<file path="src/sv/w2s_pkg.sv">
// ----------------------------------------------------------------------------
// w2s_pkg
// Shared types and constants for the world-to-screen projection pipeline.
// ----------------------------------------------------------------------------
package w2s_pkg;

  localparam int unsigned COEF_W = 32;
  localparam int unsigned PROD_W = 64;
  // clip values: sum of three products plus offset, kept wide enough for all
  localparam int unsigned CLIP_W = 66;
  localparam int unsigned VP_W   = 14;
  localparam int unsigned ADDR_W = 6;
  localparam int unsigned DATA_W = 64;
  localparam int unsigned NUM_ROWS  = 3;
  localparam int unsigned NUM_TERMS = 4;

  typedef enum logic [2:0] {
    REG_X_LO  = 3'd0,
    REG_X_HI  = 3'd1,
    REG_Y_LO  = 3'd2,
    REG_Y_HI  = 3'd3,
    REG_W_LO  = 3'd4,
    REG_W_HI  = 3'd5,
    REG_VP_W  = 3'd6,
    REG_VP_H  = 3'd7
  } w2s_reg_e;

  // row order: clip x, clip y, w; term order: x, y, z, offset
  typedef struct packed {
    logic [NUM_ROWS-1:0][NUM_TERMS-1:0][COEF_W-1:0] coef;
    logic [VP_W-1:0]                               vp_w;
    logic [VP_W-1:0]                               vp_h;
  } w2s_cfg_t;

  // flags that travel beside the divider lanes
  typedef struct packed {
    logic valid;
    logic ok;
    logic neg_x;
    logic neg_y;
  } w2s_side_t;

endpackage

</file>
<file path="src/sv/w2s_cfg.sv">
// ----------------------------------------------------------------------------
// w2s_cfg
// APB-style register file holding the matrix rows and viewport size.
// ----------------------------------------------------------------------------
module w2s_cfg (
  input  logic                         clk_i,
  input  logic                         rst_ni,
  input  logic                         psel,
  input  logic                         penable,
  input  logic                         pwrite,
  input  logic [w2s_pkg::ADDR_W-1:0]   paddr,
  input  logic [w2s_pkg::DATA_W-1:0]   pwdata,
  output logic [w2s_pkg::DATA_W-1:0]   prdata,
  output logic                         pready,
  output w2s_pkg::w2s_cfg_t            cfg_o
);

  logic [5:0][w2s_pkg::DATA_W-1:0] row_q;
  logic [w2s_pkg::VP_W-1:0]        vp_w_q, vp_h_q;
  logic                            wr_en;
  w2s_pkg::w2s_reg_e               idx;

  assign pready = 1'b1;
  assign wr_en  = psel & penable & pwrite;
  assign idx    = w2s_pkg::w2s_reg_e'(paddr[5:3]);

  // Write registers on the access cycle of a transfer
  always_ff @(posedge clk_i or negedge rst_ni) begin
    if (!rst_ni) begin
      row_q[0] <= 64'd65536;
      row_q[1] <= 64'd0;
      row_q[2] <= 64'd281474976710656;
      row_q[3] <= 64'd0;
      row_q[4] <= 64'd0;
      row_q[5] <= 64'd281474976710656;
      vp_w_q   <= 14'd640;
      vp_h_q   <= 14'd480;
    end else if (wr_en) begin
      unique case (idx)
        w2s_pkg::REG_X_LO: row_q[0] <= pwdata;
        w2s_pkg::REG_X_HI: row_q[1] <= pwdata;
        w2s_pkg::REG_Y_LO: row_q[2] <= pwdata;
        w2s_pkg::REG_Y_HI: row_q[3] <= pwdata;
        w2s_pkg::REG_W_LO: row_q[4] <= pwdata;
        w2s_pkg::REG_W_HI: row_q[5] <= pwdata;
        w2s_pkg::REG_VP_W: vp_w_q   <= pwdata[w2s_pkg::VP_W-1:0];
        w2s_pkg::REG_VP_H: vp_h_q   <= pwdata[w2s_pkg::VP_W-1:0];
        default: ;
      endcase
    end
  end

  // Read back
  always_comb begin
    unique case (idx)
      w2s_pkg::REG_X_LO: prdata = row_q[0];
      w2s_pkg::REG_X_HI: prdata = row_q[1];
      w2s_pkg::REG_Y_LO: prdata = row_q[2];
      w2s_pkg::REG_Y_HI: prdata = row_q[3];
      w2s_pkg::REG_W_LO: prdata = row_q[4];
      w2s_pkg::REG_W_HI: prdata = row_q[5];
      w2s_pkg::REG_VP_W: prdata = {{(w2s_pkg::DATA_W-w2s_pkg::VP_W){1'b0}}, vp_w_q};
      w2s_pkg::REG_VP_H: prdata = {{(w2s_pkg::DATA_W-w2s_pkg::VP_W){1'b0}}, vp_h_q};
      default:           prdata = '0;
    endcase
  end

  // Unpack rows into coefficient fields
  always_comb begin
    for (int r = 0; r < 3; r++) begin
      cfg_o.coef[r][0] = row_q[2*r][31:0];
      cfg_o.coef[r][1] = row_q[2*r][63:32];
      cfg_o.coef[r][2] = row_q[2*r+1][31:0];
      cfg_o.coef[r][3] = row_q[2*r+1][63:32];
    end
    cfg_o.vp_w = vp_w_q;
    cfg_o.vp_h = vp_h_q;
  end

endmodule

</file>
<file path="config.mk">
export PLATFORM = sky130hd
export DESIGN_NAME = w2s_cfg
export DESIGN_NICKNAME = d
export VERILOG_FILES = /design/src/sv/w2s_pkg.sv /design/src/sv/w2s_cfg.sv
export SDC_FILE = /design/constraint.sdc
export NUM_CORES = 1
export LEC_CHECK = 0
export BUFFER_PORTS_ARGS = -buffer_cell sky130_fd_sc_hd__buf_4
export CAP_MARGIN = 20
export CORE_AREA = 2 2 217 219
export DETAILED_ROUTE_END_ITERATION = 10
export DIE_AREA = 0 0 219 221
export PLACE_DENSITY_LB_ADDON = 0.25
export REMOVE_ABC_BUFFERS = 1
export SYNTH_ARGS = -nofsm -noshare
export SYNTH_HDL_FRONTEND = slang
export SYNTH_SLANG_ARGS = --single-unit
</file>
<file path="constraint.sdc">
create_clock -name clk_i -period 1.5 [get_ports clk_i]
set_input_delay 0.075 -clock clk_i [delete_from_list [all_inputs] [get_ports clk_i]]
set_output_delay 0.075 -clock clk_i [all_outputs]
set_load 0.02 [all_outputs]
</file>
==> impl_metrics.yaml <==
status:
  status: "finished, violations left"
  violations: "setup timing"
timing:
  hold_viol: 0
  setup_slack_ns: -0.3366
  drv_slew: 0
  holdWs_ns: 0.1174
  fmax_mhz: 544.5
  setup_viol: 64
  post-route-period-util_pct: 122.4
  grt_setup_unrepaired: "yes"
  setup_tns_ns: -10.11
  min_period_ns: 1.837
  clock_skew_ns: 0
die:
  ioPinCount: 552
  die_x_um: 219
  rows: 79
  core_area_um2: 46060
  start_util_pct: 40.47
  dieArea_um2: 48400
  die_y_um: 221
placed_design:
  place_inst: 2580
  portBuffers: 547
  dpl.hpwl_mm: 47.33
  place.gp.congestion: 0.8559
  placed_cell_area_um2: 24450
cts:
  htreeDepth: 2
  path_clk_slew_ns: 0.06
  clock_sinks: 412
  cts_tree: "yes"
  clock_latency_ns: 0.57
  cts.path.max_buffers: 3
  cts_buffers: 46
  clock-root-buffer: "clkbuf_16"
pwr:
  comb_power_share_pct: 34.9
  p_per_area_nw_per_um2: 1433
  p_sw_share_pct: 33.36
  p_switching_mw: 13.65
  ir_worst_vdd_mv: 1.171
  cellLeakagePower_nw: 13.97
  sequentialPowerShare_pct: 37.1
  p_clk_share_pct: 28.0
  p_int_mw: 27.27
setup_path:
  start_kind: "flip-flop"
  cp_max_fo: 2
  critPathRequiredTime_ns: 1.42
  worst-setup-path-type: "flip-flop to output pin"
  end_kind: "output pin"
  arrival_ns: 1.76
  regToRegStartpoint: "cfg_o[175]"
  cp-startpoint: "vp_h_q[7]"
routing:
  via_per_inst: 5.394
  firstDrtPassIters: 5
  drtAntennaViolNets: 0
  drtIter0Drc: 1093
  totalWireLength_mm: 69.29
  drcViolationCount: 0
  wl_per_cell_um: 23.68
  via_count: 15780
logic_synthesis:
  synth_top_area_share_pct: 54.10
  synth_edf_count: 0
  ys_seq_area_share_pct: 55.37
  synth_flop_cell: "dfrtp_1"
  yosys-top-cells-area: "dfrtp_1 54%, mux2_2 23%, mux2i_1 4.5%"
  async_flop_share_pct: 100.0
  syn_avg_cell_area_um2: 13.33
  synth_cell_types: 38
  syn_area_um2: 18640
  syn_inst: 1398
  yosysWarnings: 0
  synth_area_leader_cell: "dfrtp_1"
  synth-seq-cells: 412
finish:
  syn2layout_area_growth_pct: 53.16
  fin_area_um2: 28550
  antennaDiodeCount: 0
  final_nets: 2359
  fillers: 3633
  drive_gt1_share_pct: 60.37
  finish.utilization_pct: 61.98
  layout.cells.non_filler: 2926
flow_run:
  max_cap_violations: 0
hold_path:
  hold_path.class: "primary input to asynchronous set/reset pin"
global_routing:
  grt_overflow: 0
  grt_pass1_wl_mm: 102.3
  grt_start_max_net_pins: 53
  grt_pass1_vias: 16320
  antenna_found_initial: 1
  grt_use_total_pct: 27.85
## routing by layer
| layer | global-route usage, % | wire (µm) | up-vias |
|---|---|---|---|
| met3 | 6.433 | 5218 | 136 |
| met2 | 46.62 | 33930 | 658 |
| met5 | 0 | 0 | - |
| li1 | - | - | 6894 |
| met4 | 9.961 | 2391 | 0 |
| met1 | 35.20 | 27750 | 8096 |
## state kept, by name, indices dropped and copies added (netlist names)
register / cells
cfg_o: 384
vp_w_q: 14
vp_h_q: 14
## final timing paths
path                       cells after the start  slack, ns    endpoint
hold reg to reg                                1       0.52  cfg_o[353]
setup reg to reg                               3       0.42  cfg_o[175]
min in group clk_i                             5       0.16  cfg_o[355]
hold / removal                                 3       0.12  cfg_o[258]
max in group asynchronous                      4       0.84  cfg_o[406]
setup / recovery                               4      -0.34   prdata[7]
## power groups by stage
stage | registers (mW) | clock network (mW) | logic, mW
final | 15.2 | 11.5 | 14.3
after global routing | 15.4 | 12.1 | 15.1
after CTS | 15.1 | 11.6 | 14.0
after detailed placement | 15.6 | 0 | 11.9
after global placement | 15.5 | 0 | 11.8
after floorplan | 17.7 | 0 | 3.32
## stage by stage
step / total power, mW / setup WS (ns)
after floorplan: 21.00 / -1.551
after global placement: 27.28 / -0.1438
after detailed placement: 27.53 / -0.1459
after CTS: 40.73 / -0.3770
after global routing: 42.52 / -0.4475
final: 40.93 / -0.3366
## logic make-up after synthesis
logic type,share of synthesized area (%)
mux,28.62
flops,55.37
compound gates,9.438
buf+inv,3.618
simple gates,2.933
other cells,0.02012
## layout make-up
class / instances / area, µm² / area share, %
flip-flops and latches: 412 / 10320 / 36.16
inverters: 17 / 63.81 / 0.2235
clock buffers: 72 / 1433 / 5.018
repair buffers: 939 / 7933 / 27.79
multi-input cells: 868 / 7931 / 27.78
well taps: 607 / 759.5 / 2.660
clock inverters: 11 / 107.6 / 0.3769
## critical path, cell delays in order, from the launching register on
cell      delay, ns
dfstp_2        0.54
mux2i_2        0.07
a211oi_2       0.23
o32a_1         0.22
buf_6          0.13
## Yosys cell counts, types with 16 or more instances
cell type	count
buf_2	31
clkbuf_1	20
buf_4	39
mux2i_1	83
nand2_1	27
o21ai_0	39
o22ai_1	27
o22a_1	29
inv_1	16
a21oi_1	82
mux2_2	373
a22oi_1	43
dfrtp_1	403
a211oi_1	22
mux2_1	27
nor2_1	64
## what timing repair did
item                                    CTS  global route
resized for setup                        60            42
endpoints found under the hold margin   774             0
pin swaps                                68            24
endpoints found under the setup margin   64            64
hold buffers                             66             0
setup buffers                           169            28
## placed cells by master, fill, tap and decap left out, drive strengths merged, types with 8 or more instances in the layout
master / Yosys / layout
o21ai: 39 / 39
dfrtp: 403 / 403
inv: 17 / 17
a21oi: 82 / 82
mux2: 400 / 400
o22ai: 27 / 27
nor2: 72 / 72
mux2i: 83 / 83
o22a: 29 / 29
nand2: 28 / 28
clkbuf: 21 / 72
buf: 80 / 874
a22oi: 43 / 43
a21o: 11 / 11
a211oi: 22 / 22
clkinv: 0 / 8
a22o: 11 / 11
dfstp: 9 / 9
dlygate4sd3: 0 / 65
Power figures use the tool's default switching activity.
