$ cat src/sv/w2s_pkg.sv
// ----------------------------------------------------------------------------
// w2s_pkg
// Shared types and constants for the world-to-screen projection pipeline.
// ----------------------------------------------------------------------------
package w2s_pkg;

  localparam int unsigned COEF_W = 32;
  localparam int unsigned PROD_W = 64;
  // clip values: sum of three products plus offset, kept wide enough for all
  localparam int unsigned CLIP_W = 66;
  localparam int unsigned VP_W   = 14;
  localparam int unsigned ADDR_W = 6;
  localparam int unsigned DATA_W = 64;
  localparam int unsigned NUM_ROWS  = 3;
  localparam int unsigned NUM_TERMS = 4;

  typedef enum logic [2:0] {
    REG_X_LO  = 3'd0,
    REG_X_HI  = 3'd1,
    REG_Y_LO  = 3'd2,
    REG_Y_HI  = 3'd3,
    REG_W_LO  = 3'd4,
    REG_W_HI  = 3'd5,
    REG_VP_W  = 3'd6,
    REG_VP_H  = 3'd7
  } w2s_reg_e;

  // row order: clip x, clip y, w; term order: x, y, z, offset
  typedef struct packed {
    logic [NUM_ROWS-1:0][NUM_TERMS-1:0][COEF_W-1:0] coef;
    logic [VP_W-1:0]                               vp_w;
    logic [VP_W-1:0]                               vp_h;
  } w2s_cfg_t;

  // flags that travel beside the divider lanes
  typedef struct packed {
    logic valid;
    logic ok;
    logic neg_x;
    logic neg_y;
  } w2s_side_t;

endpackage

$ cat src/sv/w2s_div.sv
// ----------------------------------------------------------------------------
// w2s_div
// Pipelined restoring divider, one quotient bit per stage, for |c| < w.
// ----------------------------------------------------------------------------
module w2s_div #(
  parameter int unsigned FRAC_BITS = 16
) (
  input  logic                         clk_i,
  input  logic [w2s_pkg::CLIP_W-1:0]   num_i,
  input  logic [w2s_pkg::CLIP_W-1:0]   den_i,
  output logic [FRAC_BITS-1:0]         quo_o
);

  localparam int unsigned CW = w2s_pkg::CLIP_W;

  logic [FRAC_BITS-1:0][CW-1:0]        rem_in, den_in, rem_q, den_q;
  logic [FRAC_BITS-1:0][FRAC_BITS-1:0] quo_in, quo_q;
  logic [FRAC_BITS-1:0][CW:0]          nxt;

  // shift, compare and subtract; top bit is the quotient bit
  function automatic logic [CW:0] div_step(logic [CW-1:0] rem, logic [CW-1:0] den);
    logic [CW:0] shl;
    shl = {rem, 1'b0};
    if (shl >= {1'b0, den}) begin
      return {1'b1, CW'(shl - {1'b0, den})};
    end
    return {1'b0, CW'(shl)};
  endfunction

  // Feed each stage from the one before
  always_comb begin
    rem_in[0] = num_i;
    den_in[0] = den_i;
    quo_in[0] = '0;
    for (int k = 1; k < int'(FRAC_BITS); k++) begin
      rem_in[k] = rem_q[k-1];
      den_in[k] = den_q[k-1];
      quo_in[k] = quo_q[k-1];
    end
    for (int k = 0; k < int'(FRAC_BITS); k++) begin
      nxt[k] = div_step(rem_in[k], den_in[k]);
    end
  end

  // Advance every stage by one step
  always_ff @(posedge clk_i) begin
    for (int k = 0; k < int'(FRAC_BITS); k++) begin
      rem_q[k] <= nxt[k][CW-1:0];
      den_q[k] <= den_in[k];
      quo_q[k] <= {quo_in[k][FRAC_BITS-2:0], nxt[k][CW]};
    end
  end

  assign quo_o = quo_q[FRAC_BITS-1];

endmodule

$ cat config.mk
export PLATFORM = sky130hd
export DESIGN_NAME = w2s_div
export DESIGN_NICKNAME = d
export VERILOG_FILES = /design/src/sv/w2s_pkg.sv /design/src/sv/w2s_div.sv
export SDC_FILE = /design/constraint.sdc
export NUM_CORES = 2
export LEC_CHECK = 0
export BUFFER_PORTS_ARGS = -buffer_cell sky130_fd_sc_hd__buf_2
export CAP_MARGIN = 10
export CORE_ASPECT_RATIO = 0.5
export CORE_MARGIN = 1.5
export CORE_UTILIZATION = 50
export DETAILED_ROUTE_END_ITERATION = 8
export PLACE_DENSITY = 0.66
export SKIP_LAST_GASP = 1
export SLEW_MARGIN = 20
export SYNTH_ARGS = -nofsm -noshare
export SYNTH_HDL_FRONTEND = slang
export SYNTH_SLANG_ARGS = --single-unit
$ cat constraint.sdc
create_clock -name clk_i -period 3.65 [get_ports clk_i]
set_input_delay 0.365 -clock clk_i [delete_from_list [all_inputs] [get_ports clk_i]]
set_output_delay 0.365 -clock clk_i [all_outputs]
set_load 0.02 [all_outputs]
==> flow_summary.toml <==
[global_routing]
grt_antenna_before_repair = 3
grt_max_degree = 36
groute.usage.overall_pct = 28.3
grt_pass1_wl_um = 532000
grt-ovfl-total = 0
grt_pass1_vias = 101000

[setup_path]
slowest_delay_ns = 0.38
crit_arrival_ns = 4.52
critical_path_peak_fanout = 5
path_cells = "buf_6 -> ha_4 -> nand2b_4 -> a21oi_4 -> o211ai_1 -> a211oi_2 -> a22oi_2 -> o21a_2 -> nor4_4 -> o41a_1 -> a31oi_2 -> nand2b_4 -> o21a_4 -> inv_8 -> buf_6 -> buf_6 -> buf_6 -> buf_16 -> a21oi_1"
slowest_stage = "a211oi_2"
endpoint_kind = "flip-flop"
crit_type = "reg2reg"
path_common_cell = "buf_6"
path_delay_family = "compound AO/OA/AOI/OAI gates"
cp.buffers_inverters = 6
startpoint_type = "flip-flop"
cp.required_ns = 4.38

[floorplanning]
start_util_pct = 50.3
coreArea_sq_um = 229000
io_pins = 149
rows = 124
die-area_sq_um = 233000
die_w_um = 681
die-height_um = 342

[logic_synthesis]
synthFlopType = "dfxtp_1"
synth-simple-area-share_pct = 13.5
synth.avg_cell_area_sq_um = 8.29
synthesis.area_sq_um = 115000
seq_area_frac_synth_pct = 36.8
ys_ff_latch = 2116
ys_types = 109
ys_async_sr_fraction_pct = 0
synth_top_family_by_area = "compound AO/OA/AOI/OAI gates"
synth_edf_count = 0
yosys_warnings = 0
synthXorXnorAreaFrac_pct = 6.99
synthMuxAreaShare_pct = 1.26
syn_nets = 15100
synth_adder_area_share_pct = 11.7
syn_inst = 13900
synth_compound_area_share_pct = 23.0

[timing]
clock_skew_ns = 0.0465
rsz0062_at_grt = "yes"
hold_viol = 0
fin_hold_ws_ns = 0.0596
tightest_slew_ns = 0.758
slew_viol_final = 0
setup_ws_ns = -0.148
finalCritPeriodShare_pct = 104
min_period_ns = 3.80
slew_headroom_pct = 48.1
max_freq_mhz = 263
setup_viol = 137

[layout]
fin_nets = 17400
area_delta_synth_final_pct = 30.6
layout_commonest_cell = "buf_4"
regArea_sq_um = 42500
layout_common_cells = "buf_4, dfxtp_1, a21oi_1"
nFillCells = 19100
drive_above_1_share_pct = 24.2
multi_input_area_sq_um = 69800

[worst_hold_path]
min_path_type = "in2reg"

[clock_network]
clkLatencyLatePin_ns = 0.88
cts_root_buf = "clkbuf_16"
cts_buffers = 197
cts_tree = "yes"
cts_num_sinks = 2116
cts.clk_slew.worst_paths_ns = 0.08
cts_buffer_depth = 4
htreeDepth = 4

[status]
status = "finished, violations left"
violations = "negative setup slack"

[power_and_ir_drop]
power_density_nw_per_um2 = 1010
power_mw = 151
power_leakage_nw = 71.4
ir_worst_vdd_v = 0.000493

[job]
cap_violations = 0

[placed_design]
dp_hpwl_um = 267000
port_buffers = 148
gp_congestion = 0.996

[route]
firstDrtPassIters = 6
wire_per_inst_um = 18.0
drt_iter0_drc = 7267
ant_nets = 0
viasPerCell = 5.35
vias = 104000
wl_um = 350000
drc = 0
-- routing by layer --
layer,track usage (%),up-vias,part of all wire [%]
li1,-,52800,-
met1,38.0,47200,45
met2,46.0,3219,44
met3,2.73,798,4.9
met4,13.2,0,5.8
met5,0,-,0
-- cells in the mapped netlist (14+ instances only) --
| library cell | count | area share (%) |
|---|---|---|
| a211o_1 | 21 | 0.16 |
| a211oi_1 | 68 | 0.44 |
| a21boi_0 | 41 | 0.27 |
| a21o_1 | 662 | 4.3 |
| a21oi_1 | 1640 | 7.1 |
| a221o_1 | 19 | 0.17 |
| a221oi_1 | 34 | 0.26 |
| a311oi_1 | 15 | 0.11 |
| a31o_2 | 21 | 0.16 |
| a31oi_1 | 128 | 0.70 |
| and2_1 | 52 | 0.28 |
| and3_1 | 96 | 0.52 |
| and4_1 | 32 | 0.24 |
| buf_2 | 114 | 0.50 |
| buf_6 | 16 | 0.16 |
| clkbuf_1 | 439 | 1.4 |
| dfxtp_1 | 2116 | 37 |
| fa_1 | 15 | 0.26 |
| ha_1 | 1055 | 11 |
| inv_1 | 1354 | 4.4 |
| mux2_1 | 14 | 0.14 |
| mux2_2 | 99 | 0.97 |
| nand2_1 | 1147 | 3.7 |
| nand2b_1 | 102 | 0.55 |
| nand3_1 | 166 | 0.72 |
| nand4_1 | 331 | 1.8 |
| nor2_1 | 972 | 3.2 |
| nor2b_1 | 119 | 0.65 |
| nor3_1 | 128 | 0.56 |
| nor4_1 | 72 | 0.39 |
| o211ai_1 | 44 | 0.29 |
| o21a_1 | 88 | 0.57 |
| o21ai_0 | 948 | 4.1 |
| o21ai_1 | 63 | 0.27 |
| o21bai_1 | 244 | 1.6 |
| o221ai_1 | 18 | 0.14 |
| o31a_1 | 32 | 0.24 |
| o31ai_1 | 74 | 0.48 |
| or2_2 | 24 | 0.13 |
| or3_1 | 30 | 0.16 |
| or4_1 | 15 | 0.098 |
| xnor2_1 | 556 | 4.2 |
| xor2_1 | 361 | 2.7 |
-- cell type report --
cell class	instances	share of cell area, %
inverters	1358	3.41
flip-flops and latches	2116	28.3
well taps	3087	2.57
diodes	1	0.00167
repair buffers	2721	14.9
clock inverters	64	0.547
clock buffers	280	3.83
multi-input cells	9798	46.5
-- worst paths after layout --
path	startpoint	to	slack, ns	cells past startpoint
setup reg to reg	rem_in[66]	rem_in[192]	-0.15	19
hold reg to reg	quo_in[116]	quo_in[133]	0.29	0
hold / removal	num_i[65]	rem_in[129]	0.06	5
setup / recovery	rem_in[66]	rem_in[192]	-0.15	19
-- timing repair --
item / CTS / global route
gates resized for setup: 522 / 858
endpoints found under the hold margin: 132 / 1
setup buffers: 128 / 128
hold buffers: 131 / 1
endpoints found under the setup margin: 868 / 903
pin swaps: 160 / 309
cloned: 32 / 26
-- through the flow --
step / cell area (sq um) / std cells / TNS, ns / worst slack, ns / util [%]
3_5_place_dp: 134000 / 18700 / -186.53 / -0.538 / 58.5
6_report: 150000 / 19400 / -8.02 / -0.148 / 65.7
4_1_cts: 146000 / 19300 / -1.93 / -0.143 / 63.8
5_1_grt: 150000 / 19400 / -45.66 / -0.252 / 65.7
2_1_floorplan: 115000 / 13900 / 0 / 0.0104 / -
3_3_place_gp: 134000 / 18700 / -133.57 / -0.525 / 58.5
-- power breakdown --
part	internal, mW	switching, mW
combinational	45.1	48.9
sequential	30.8	5.31
clock	12.1	9.00
-- worst reg2reg max path, stage by stage, from the launching register on --
cell	delay, ns
dfxtp_4	0.35
buf_6	0.12
ha_4	0.27
nand2b_4	0.07
a21oi_4	0.19
o211ai_1	0.17
a211oi_2	0.39
a22oi_2	0.16
o21a_2	0.26
nor4_4	0.32
o41a_1	0.23
a31oi_2	0.13
nand2b_4	0.17
o21a_4	0.26
inv_8	0.07
buf_6	0.11
buf_6	0.11
buf_6	0.12
buf_16	0.12
a21oi_1	0.07
-- flip-flops by register name, indices dropped and copies added (netlist names) --
signal  cells
den_in    990
rem_in    990
quo_in    120
quo_o      16
-- cells by family after synthesis --
group / after synthesis
fa+ha+maj: 1070
mux: 126
buf+inv: 1954
xor+xnor: 917
flops: 2116
simple gates: 3349
compound gates: 4335
Note: power is estimated with default switching activity, not from simulation.
