--- src/sv/w2s_pkg.sv ---
// ----------------------------------------------------------------------------
// w2s_pkg
// Shared types and constants for the world-to-screen projection pipeline.
// ----------------------------------------------------------------------------
package w2s_pkg;

  localparam int unsigned COEF_W = 32;
  localparam int unsigned PROD_W = 64;
  // clip values: sum of three products plus offset, kept wide enough for all
  localparam int unsigned CLIP_W = 66;
  localparam int unsigned VP_W   = 14;
  localparam int unsigned ADDR_W = 6;
  localparam int unsigned DATA_W = 64;
  localparam int unsigned NUM_ROWS  = 3;
  localparam int unsigned NUM_TERMS = 4;

  typedef enum logic [2:0] {
    REG_X_LO  = 3'd0,
    REG_X_HI  = 3'd1,
    REG_Y_LO  = 3'd2,
    REG_Y_HI  = 3'd3,
    REG_W_LO  = 3'd4,
    REG_W_HI  = 3'd5,
    REG_VP_W  = 3'd6,
    REG_VP_H  = 3'd7
  } w2s_reg_e;

  // row order: clip x, clip y, w; term order: x, y, z, offset
  typedef struct packed {
    logic [NUM_ROWS-1:0][NUM_TERMS-1:0][COEF_W-1:0] coef;
    logic [VP_W-1:0]                               vp_w;
    logic [VP_W-1:0]                               vp_h;
  } w2s_cfg_t;

  // flags that travel beside the divider lanes
  typedef struct packed {
    logic valid;
    logic ok;
    logic neg_x;
    logic neg_y;
  } w2s_side_t;

endpackage

--- src/sv/w2s_out.sv ---
// ----------------------------------------------------------------------------
// w2s_out
// Viewport mapping with saturation and the output register.
// ----------------------------------------------------------------------------
module w2s_out #(
  parameter int unsigned FRAC_BITS = 16
) (
  input  logic                    clk_i,
  input  logic                    rst_ni,
  input  w2s_pkg::w2s_side_t      side_i,
  input  logic [FRAC_BITS-1:0]    quo_x_i,
  input  logic [FRAC_BITS-1:0]    quo_y_i,
  input  w2s_pkg::w2s_cfg_t       cfg_i,
  output logic                    done_o,
  output logic                    on_screen_o,
  output logic signed [31:0]      screen_x_o,
  output logic signed [31:0]      screen_y_o
);

  localparam int unsigned TW = FRAC_BITS + 1;
  localparam int unsigned HW = w2s_pkg::VP_W - 1;
  localparam int unsigned PW = TW + HW;
  localparam int unsigned EW = PW + 32;

  logic [TW-1:0]   one, tx, ty;
  logic [HW-1:0]   hw, hh;
  logic [PW-1:0]   px, py;
  logic [31:0]     sx_d, sy_d;
  logic            done_q, on_q;
  logic [31:0]     sx_q, sy_q;

  assign one = TW'(1) << FRAC_BITS;
  assign hw  = cfg_i.vp_w[w2s_pkg::VP_W-1:1];
  assign hh  = cfg_i.vp_h[w2s_pkg::VP_W-1:1];

  // x grows with the ratio, y is flipped
  assign tx = side_i.neg_x ? one - TW'(quo_x_i) : one + TW'(quo_x_i);
  assign ty = side_i.neg_y ? one + TW'(quo_y_i) : one - TW'(quo_y_i);
  assign px = PW'(hw) * PW'(tx);
  assign py = PW'(hh) * PW'(ty);

  // Saturate at the top of the signed range; values are never negative
  assign sx_d = (EW'(px) > EW'(32'h7fff_ffff)) ? 32'h7fff_ffff : 32'(EW'(px));
  assign sy_d = (EW'(py) > EW'(32'h7fff_ffff)) ? 32'h7fff_ffff : 32'(EW'(py));

  always_ff @(posedge clk_i or negedge rst_ni) begin
    if (!rst_ni) begin
      done_q <= 1'b0;
    end else begin
      done_q <= side_i.valid;
    end
  end

  // Drop coordinates for points off screen
  always_ff @(posedge clk_i) begin
    on_q <= side_i.ok;
    sx_q <= side_i.ok ? sx_d : 32'd0;
    sy_q <= side_i.ok ? sy_d : 32'd0;
  end

  assign done_o      = done_q;
  assign on_screen_o = on_q;
  assign screen_x_o  = sx_q;
  assign screen_y_o  = sy_q;

endmodule

--- config.mk ---
export PLATFORM = sky130hd
export DESIGN_NAME = w2s_out
export DESIGN_NICKNAME = d
export VERILOG_FILES = /design/src/sv/w2s_pkg.sv /design/src/sv/w2s_out.sv
export SDC_FILE = /design/constraint.sdc
export NUM_CORES = 1
export LEC_CHECK = 0
export BUFFER_PORTS_ARGS = -buffer_cell sky130_fd_sc_hd__buf_2
export CORE_AREA = 2 2 201 203
export DETAILED_ROUTE_END_ITERATION = 7
export DIE_AREA = 0 0 203 205
export GPL_TIMING_DRIVEN = 0
export PLACE_DENSITY = 0.67
export SETUP_SLACK_MARGIN = 0.3
export SYNTH_ARGS = -nofsm -noshare
export SYNTH_HDL_FRONTEND = slang
export SYNTH_SLANG_ARGS = --single-unit
--- constraint.sdc ---
create_clock -name clk_i -period 0.8 [get_ports clk_i]
set_clock_uncertainty 0.2 [all_clocks]
set_input_delay 0.08 -clock clk_i [delete_from_list [all_inputs] [get_ports clk_i]]
set_output_delay 0.08 -clock clk_i [all_outputs]
set_load 0.05 [all_outputs]
==> results.yml, run 1 <==
outcome:
  status: "complete, but fails checks"
  violations: "negative hold slack, negative setup slack"
sta:
  maxSlewViolCount: 0
  tightestPinTransition_ns: 0.746
  post-route-min-period_ns: 6.32
  setup_viol: 120
  hold_viol_final: 5
  rsz0062_at_grt: "yes"
  fin_crit_sh_pct: 790
  max_freq_mhz: 158
  fin_ws_ns: -5.52
  hold_slack_ns: -0.354
  slew_headroom_pct: 50.2
cts:
  clkTransAtPathRegs_ns: 0.06
  cts_buffers: 9
  clockBufferDepth: 2
  cts.sinks: 62
  ctsHoldBuffers: 1
  root_buffer: "clkbuf_16"
  htreeDepth: 3
  cts_tree: "done"
worst_setup_path:
  arrival_ns: 6.32
  cp.required_ns: 0.80
  endpoint_kind: "flip-flop"
  worstSetupStartpointType: "input pin"
  cp_common_cell: "fa_1"
  critPathMaxFanout: 6
  slowest_delay_ns: 0.51
  crit_slowest_cell: "fa_1"
  path_class: "in -> reg"
yosys:
  yosysWarnings: 0
  synth_edf_count: 0
  avgSynthCellArea_um2: 8.61
  netlist.area_leader.share_pct: 39.7
  synthArstFlopShare_pct: 1.61
  synth.largest_area_cell: "fa_1"
  yosysUniqueCellTypes: 65
  yosysSeqAreaShare_pct: 7.49
  postSynthCellCount: 1931
  syn_area_um2: 16600
  synthTopCellsByArea: "fa_1 40%, ha_1 11%, inv_1 9.4%, and2_1 8.5%, dfxtp_1 7.3%"
  ys.flop_type: "dfxtp_1"
  ys_seq_elements: 62
detailed_routing:
  wl_um: 53000
  wl_per_cell_um: 19.2
  drc: 0
  via_per_inst: 5.18
  ant_nets: 0
  first_pass_iters: 5
  drt-initial-drc-count: 878
  vias: 14300
grt:
  grt_pass1_vias: 15000
  grt_start_max_net_pins: 12
  grt_overflow: 0
  grt_first_pass_wirelength_um: 79600
  antenna_found_initial: 5
  grt_usage_pct: 24.7
placed_design:
  dp_hpwl_um: 38800
  io_buffer_count: 117
  gp_congestion: 0.919
floorplan:
  core-area_um2: 39400
  ios: 516
  dieArea_um2: 41600
  die_w_um: 203
  initial_core_util_pct: 42.2
  fp-row-count: 73
  die_h_um: 205
worst_hold_path:
  hold_path_startpoint: "side_i[3]"
  hold_path_depth: 1
  min_to: "done_o"
  hold_class: "in -> reg"
finish:
  drive_gt1_share_pct: 34.5
  final_common_cell: "inv_1"
  final_cell_mix: "377 x inv_1, 313 x fa_1, 224 x nand2_1, 195 x and2_1, 112 x buf_4"
  syn_to_final_growth_pct: 40.6
  fillers: 3115
  nNetsFinal: 3159
job:
  cap_violations: 0
## worst max path at each step
stage,slack [ns],from,endpoint,depth (start not counted)
6_report,-5.52,quo_x_i[0],screen_x_o[23],29
3_3_place_gp,-6.48,quo_y_i[0],screen_y_o[28],27
5_1_grt,-5.74,quo_y_i[0],screen_y_o[28],27
3_5_place_dp,-6.42,quo_y_i[0],screen_y_o[28],27
2_1_floorplan,-5.28,quo_y_i[0],screen_y_o[28],27
4_1_cts,-5.54,quo_x_i[0],screen_x_o[27],29
## repair_timing
item | 4_1_cts | 5_1_grt
gates resized for setup | 419 | 221
hold endpoints to repair | 6 | 6
pin swaps | 147 | 183
setup buffers | 80 | 83
cloned | 0 | 1
setup endpoints to repair | 121 | 120
## critical path, delay by kind of cell
| family | cells | cell delay [ns] |
|---|---|---|
| and+or+nand+nor | 8 | 1.49 |
| buffers and inverters | 9 | 0.92 |
| AOI/OAI and AO/OA | 3 | 0.69 |
| xor gates and xnor gates | 2 | 0.29 |
| adders and majority gates | 7 | 2.82 |
## kinds of logic after synthesis
group	Yosys count	share of synthesized area, %
simple gates	645	19.1
buf+inv	506	11.7
fa+ha+maj	482	51.2
compound gates	159	6.52
xor+xnor	74	3.90
flops	62	7.49
mux	2	0.135
other cells	1	0.0225
## registers in the layout, summed over array words and instances (netlist names)
| signal | cells |
|---|---|
| screen_x_o | 30 |
| on_screen_o | 1 |
| screen_y_o | 30 |
| done_o | 1 |
## per-layer routing
layer  vias up  global-route usage, %  share of wire (%)
li1       6350                      -                  -
met1      7264                   31.1                 38
met2       536                   43.0                 51
met3       137                   4.25                7.5
met4         4                   8.63                4.2
met5         -                      0              0.051
## layout make-up
class / instances / area, um2 / share of cell area (%)
diodes: 3 / 7.51 / 0.0321
plain buffers: 91 / 860 / 3.67
clock buffers: 10 / 229 / 0.979
clock inverters: 6 / 38.8 / 0.166
inverters: 415 / 1580 / 6.77
multi-input cells: 1366 / 15800 / 67.3
flip-flops and latches: 62 / 1480 / 6.31
well taps: 525 / 657 / 2.81
repair buffers: 282 / 2790 / 11.9
## synthesized netlist by cell type (6+ instances only)
master    number
nor2b_1        6
fa_1         330
and2_1       225
a31oi_1        9
clkbuf_1      73
a21oi_1       43
nand3_1       12
xnor2_1       38
nand2_1      265
buf_2          6
nor3_1        18
o21a_1         8
inv_1        415
a21o_1        35
o21ai_0       25
nand4_1        8
xor2_1        36
and3_1        10
nor2_1        75
ha_1         152
dfxtp_1       61
## through the flow
step	util (%)	area (um2)	TNS, ns	cells	worst slack (ns)
floorplan	-	17900	-239.89	1934	-5.28
global placement	48.5	19100	-292.43	2576	-6.48
detailed placement	48.5	19100	-294.64	2576	-6.42
CTS	55.4	21800	-272.85	2673	-5.54
global route	59.4	23400	-287.80	2757	-5.74
finish	59.4	23400	-277.08	2760	-5.52
Power of run 1 is not shown: default switching activity piles up to over one toggle a cycle in this logic, so the estimate is an artifact.
==> run 2, diff against run 1 <==
--- a/config.mk
+++ b/config.mk
@@ -6,11 +6,11 @@
 export NUM_CORES = 1
 export LEC_CHECK = 0
 export BUFFER_PORTS_ARGS = -buffer_cell sky130_fd_sc_hd__buf_2
-export CORE_AREA = 2 2 201 203
+export CORE_AREA = 2 2 199 201
 export DETAILED_ROUTE_END_ITERATION = 7
-export DIE_AREA = 0 0 203 205
+export DIE_AREA = 0 0 201 203
 export GPL_TIMING_DRIVEN = 0
-export PLACE_DENSITY = 0.67
+export PLACE_DENSITY = 0.71
 export SETUP_SLACK_MARGIN = 0.3
 export SYNTH_ARGS = -nofsm -noshare
 export SYNTH_HDL_FRONTEND = slang
==> constraint.sdc (replaced) <==
create_clock -name clk_i -period 5.47 [get_ports clk_i]
set_clock_uncertainty 0.2 [all_clocks]
set_input_delay 0.547 -clock clk_i [delete_from_list [all_inputs] [get_ports clk_i]]
set_output_delay 0.547 -clock clk_i [all_outputs]
set_load 0.05 [all_outputs]
==> results.yml, run 2 (same netlist as run 1, synthesis figures left out) <==
worst_setup_path:
  path_class: "in -> reg"
  critPathMaxFanout: 4
  slowest_delay_ns: 0.61
  endpoint_kind: "flip-flop"
  path_buf_inv: 7
  arrival_ns: 6.90
  cp_common_cell: "fa_1"
  worstSetupStartpointType: "input pin"
  crit_slowest_cell: "fa_2"
  cp_top_family: "adder cells"
  cp.required_ns: 5.49
placed_design:
  placed_cell_area_um2: 18500
  dp_slack_ns: -2.30
  io_buffer_count: 117
  gp_congestion: 0.932
  dp_hpwl_um: 38200
detailed_routing:
  drt-initial-drc-count: 868
  drc: 0
  wl_um: 48700
  via_per_inst: 5.09
  ant_nets: 0
  vias: 13900
  wl_per_cell_um: 17.8
  first_pass_iters: 5
grt:
  grt_overflow: 0
  grt_pass1_vias: 14900
  grt_first_pass_wirelength_um: 77900
  grt_usage_pct: 24.2
  antenna_found_initial: 1
  grt_start_max_net_pins: 14
finish:
  drive_gt1_share_pct: 27.5
  syn_to_final_growth_pct: 30.2
  seqCellArea_um2: 1250
  fillers: 3341
  final_cell_mix: "387 x inv_1, 317 x fa_1, 244 x nand2_1, 213 x and2_1, 122 x buf_4"
  n_antenna_cell: 0
  final_common_cell: "inv_1"
  fin_area_um2: 21700
  multi_input_area_um2: 15200
  nNetsFinal: 3148
cts:
  htreeDepth: 3
  clkTransAtPathRegs_ns: 0.06
  root_buffer: "clkbuf_16"
  cts_tree: "done"
  cts.sinks: 62
  clockBufferDepth: 2
  cts_buffers: 9
floorplan:
  dieArea_um2: 40800
  ios: 516
  die_h_um: 203
  die_w_um: 201
  initial_core_util_pct: 43.2
  core-area_um2: 38500
  fp-row-count: 72
outcome:
  violations: "negative setup slack"
  status: "complete, but fails checks"
sta:
  slew_headroom_pct: 39.3
  setup_viol: 41
  post-route-min-period_ns: 6.88
  rsz0062_at_grt: "yes"
  maxSlewViolCount: 0
  max_freq_mhz: 145
  hold_slack_ns: 0.104
  fin_crit_sh_pct: 126
  fin_ws_ns: -1.41
  tightestPinTransition_ns: 0.910
  hold_viol_final: 0
job:
  cap_violations: 0
worst_hold_path:
  hold_class: "in -> reg"
## run 2: cell count changes in the layout (fill, tap and decap cells not counted), sizes merged
cell and change:
clkbuf +1, clkinvlp -1, buf -14, bufinv +2, diode -3, clkinv -3
inv +3, clkdlybuf4s18 +1
## run 2: final timing paths
kind,slack [ns],cells past startpoint,from,to
max in group asynchronous,4.66,2,rst_ni,done_o
max,-1.41,27,quo_y_i[0],screen_y_o[28]
min,0.10,1,side_i[3],done_o
min in group asynchronous,0.32,2,rst_ni,done_o
## run 2: routing by layer
layer | global-route usage, % | vias to the layer above | share of wire, %
met5 | 0 | - | 0
met1 | 30.1 | 7013 | 40
li1 | - | 6321 | -
met3 | 3.15 | 117 | 5.5
met4 | 8.92 | 0 | 3.6
met2 | 43.1 | 477 | 51
## run 2: layout make-up
type                            count  share of cell area (%)
Inverter                          415                    7.34
Sequential cell                    62                    5.76
Clock buffer                        9                    1.04
Tap cell                          518                    2.99
Timing Repair Buffer              271                    9.13
Clock inverter                      7                   0.485
Multi-Input combinational cell   1366                    70.2
Buffer                             91                    3.07
## run 2: what timing repair did
item | CTS | global route
hold buffers | 1 | 0
resized for setup | 189 | 180
buffers inserted | 77 | 73
gates cloned | 1 | 2
pin swaps | 132 | 139
hold endpoints to repair | 1 | 0
setup endpoints to repair | 46 | 45
## run 2: stage by stage
step,setup TNS (ns),util [%],cells
after floorplan,-23.14,-,1934
after global placement,-60.51,48.2,2569
after detailed placement,-61.95,48.2,2569
after CTS,-34.82,52.9,2664
after global routing,-45.15,56.3,2739
final,-36.86,56.3,2739
Power of run 2 is left out for the same reason.
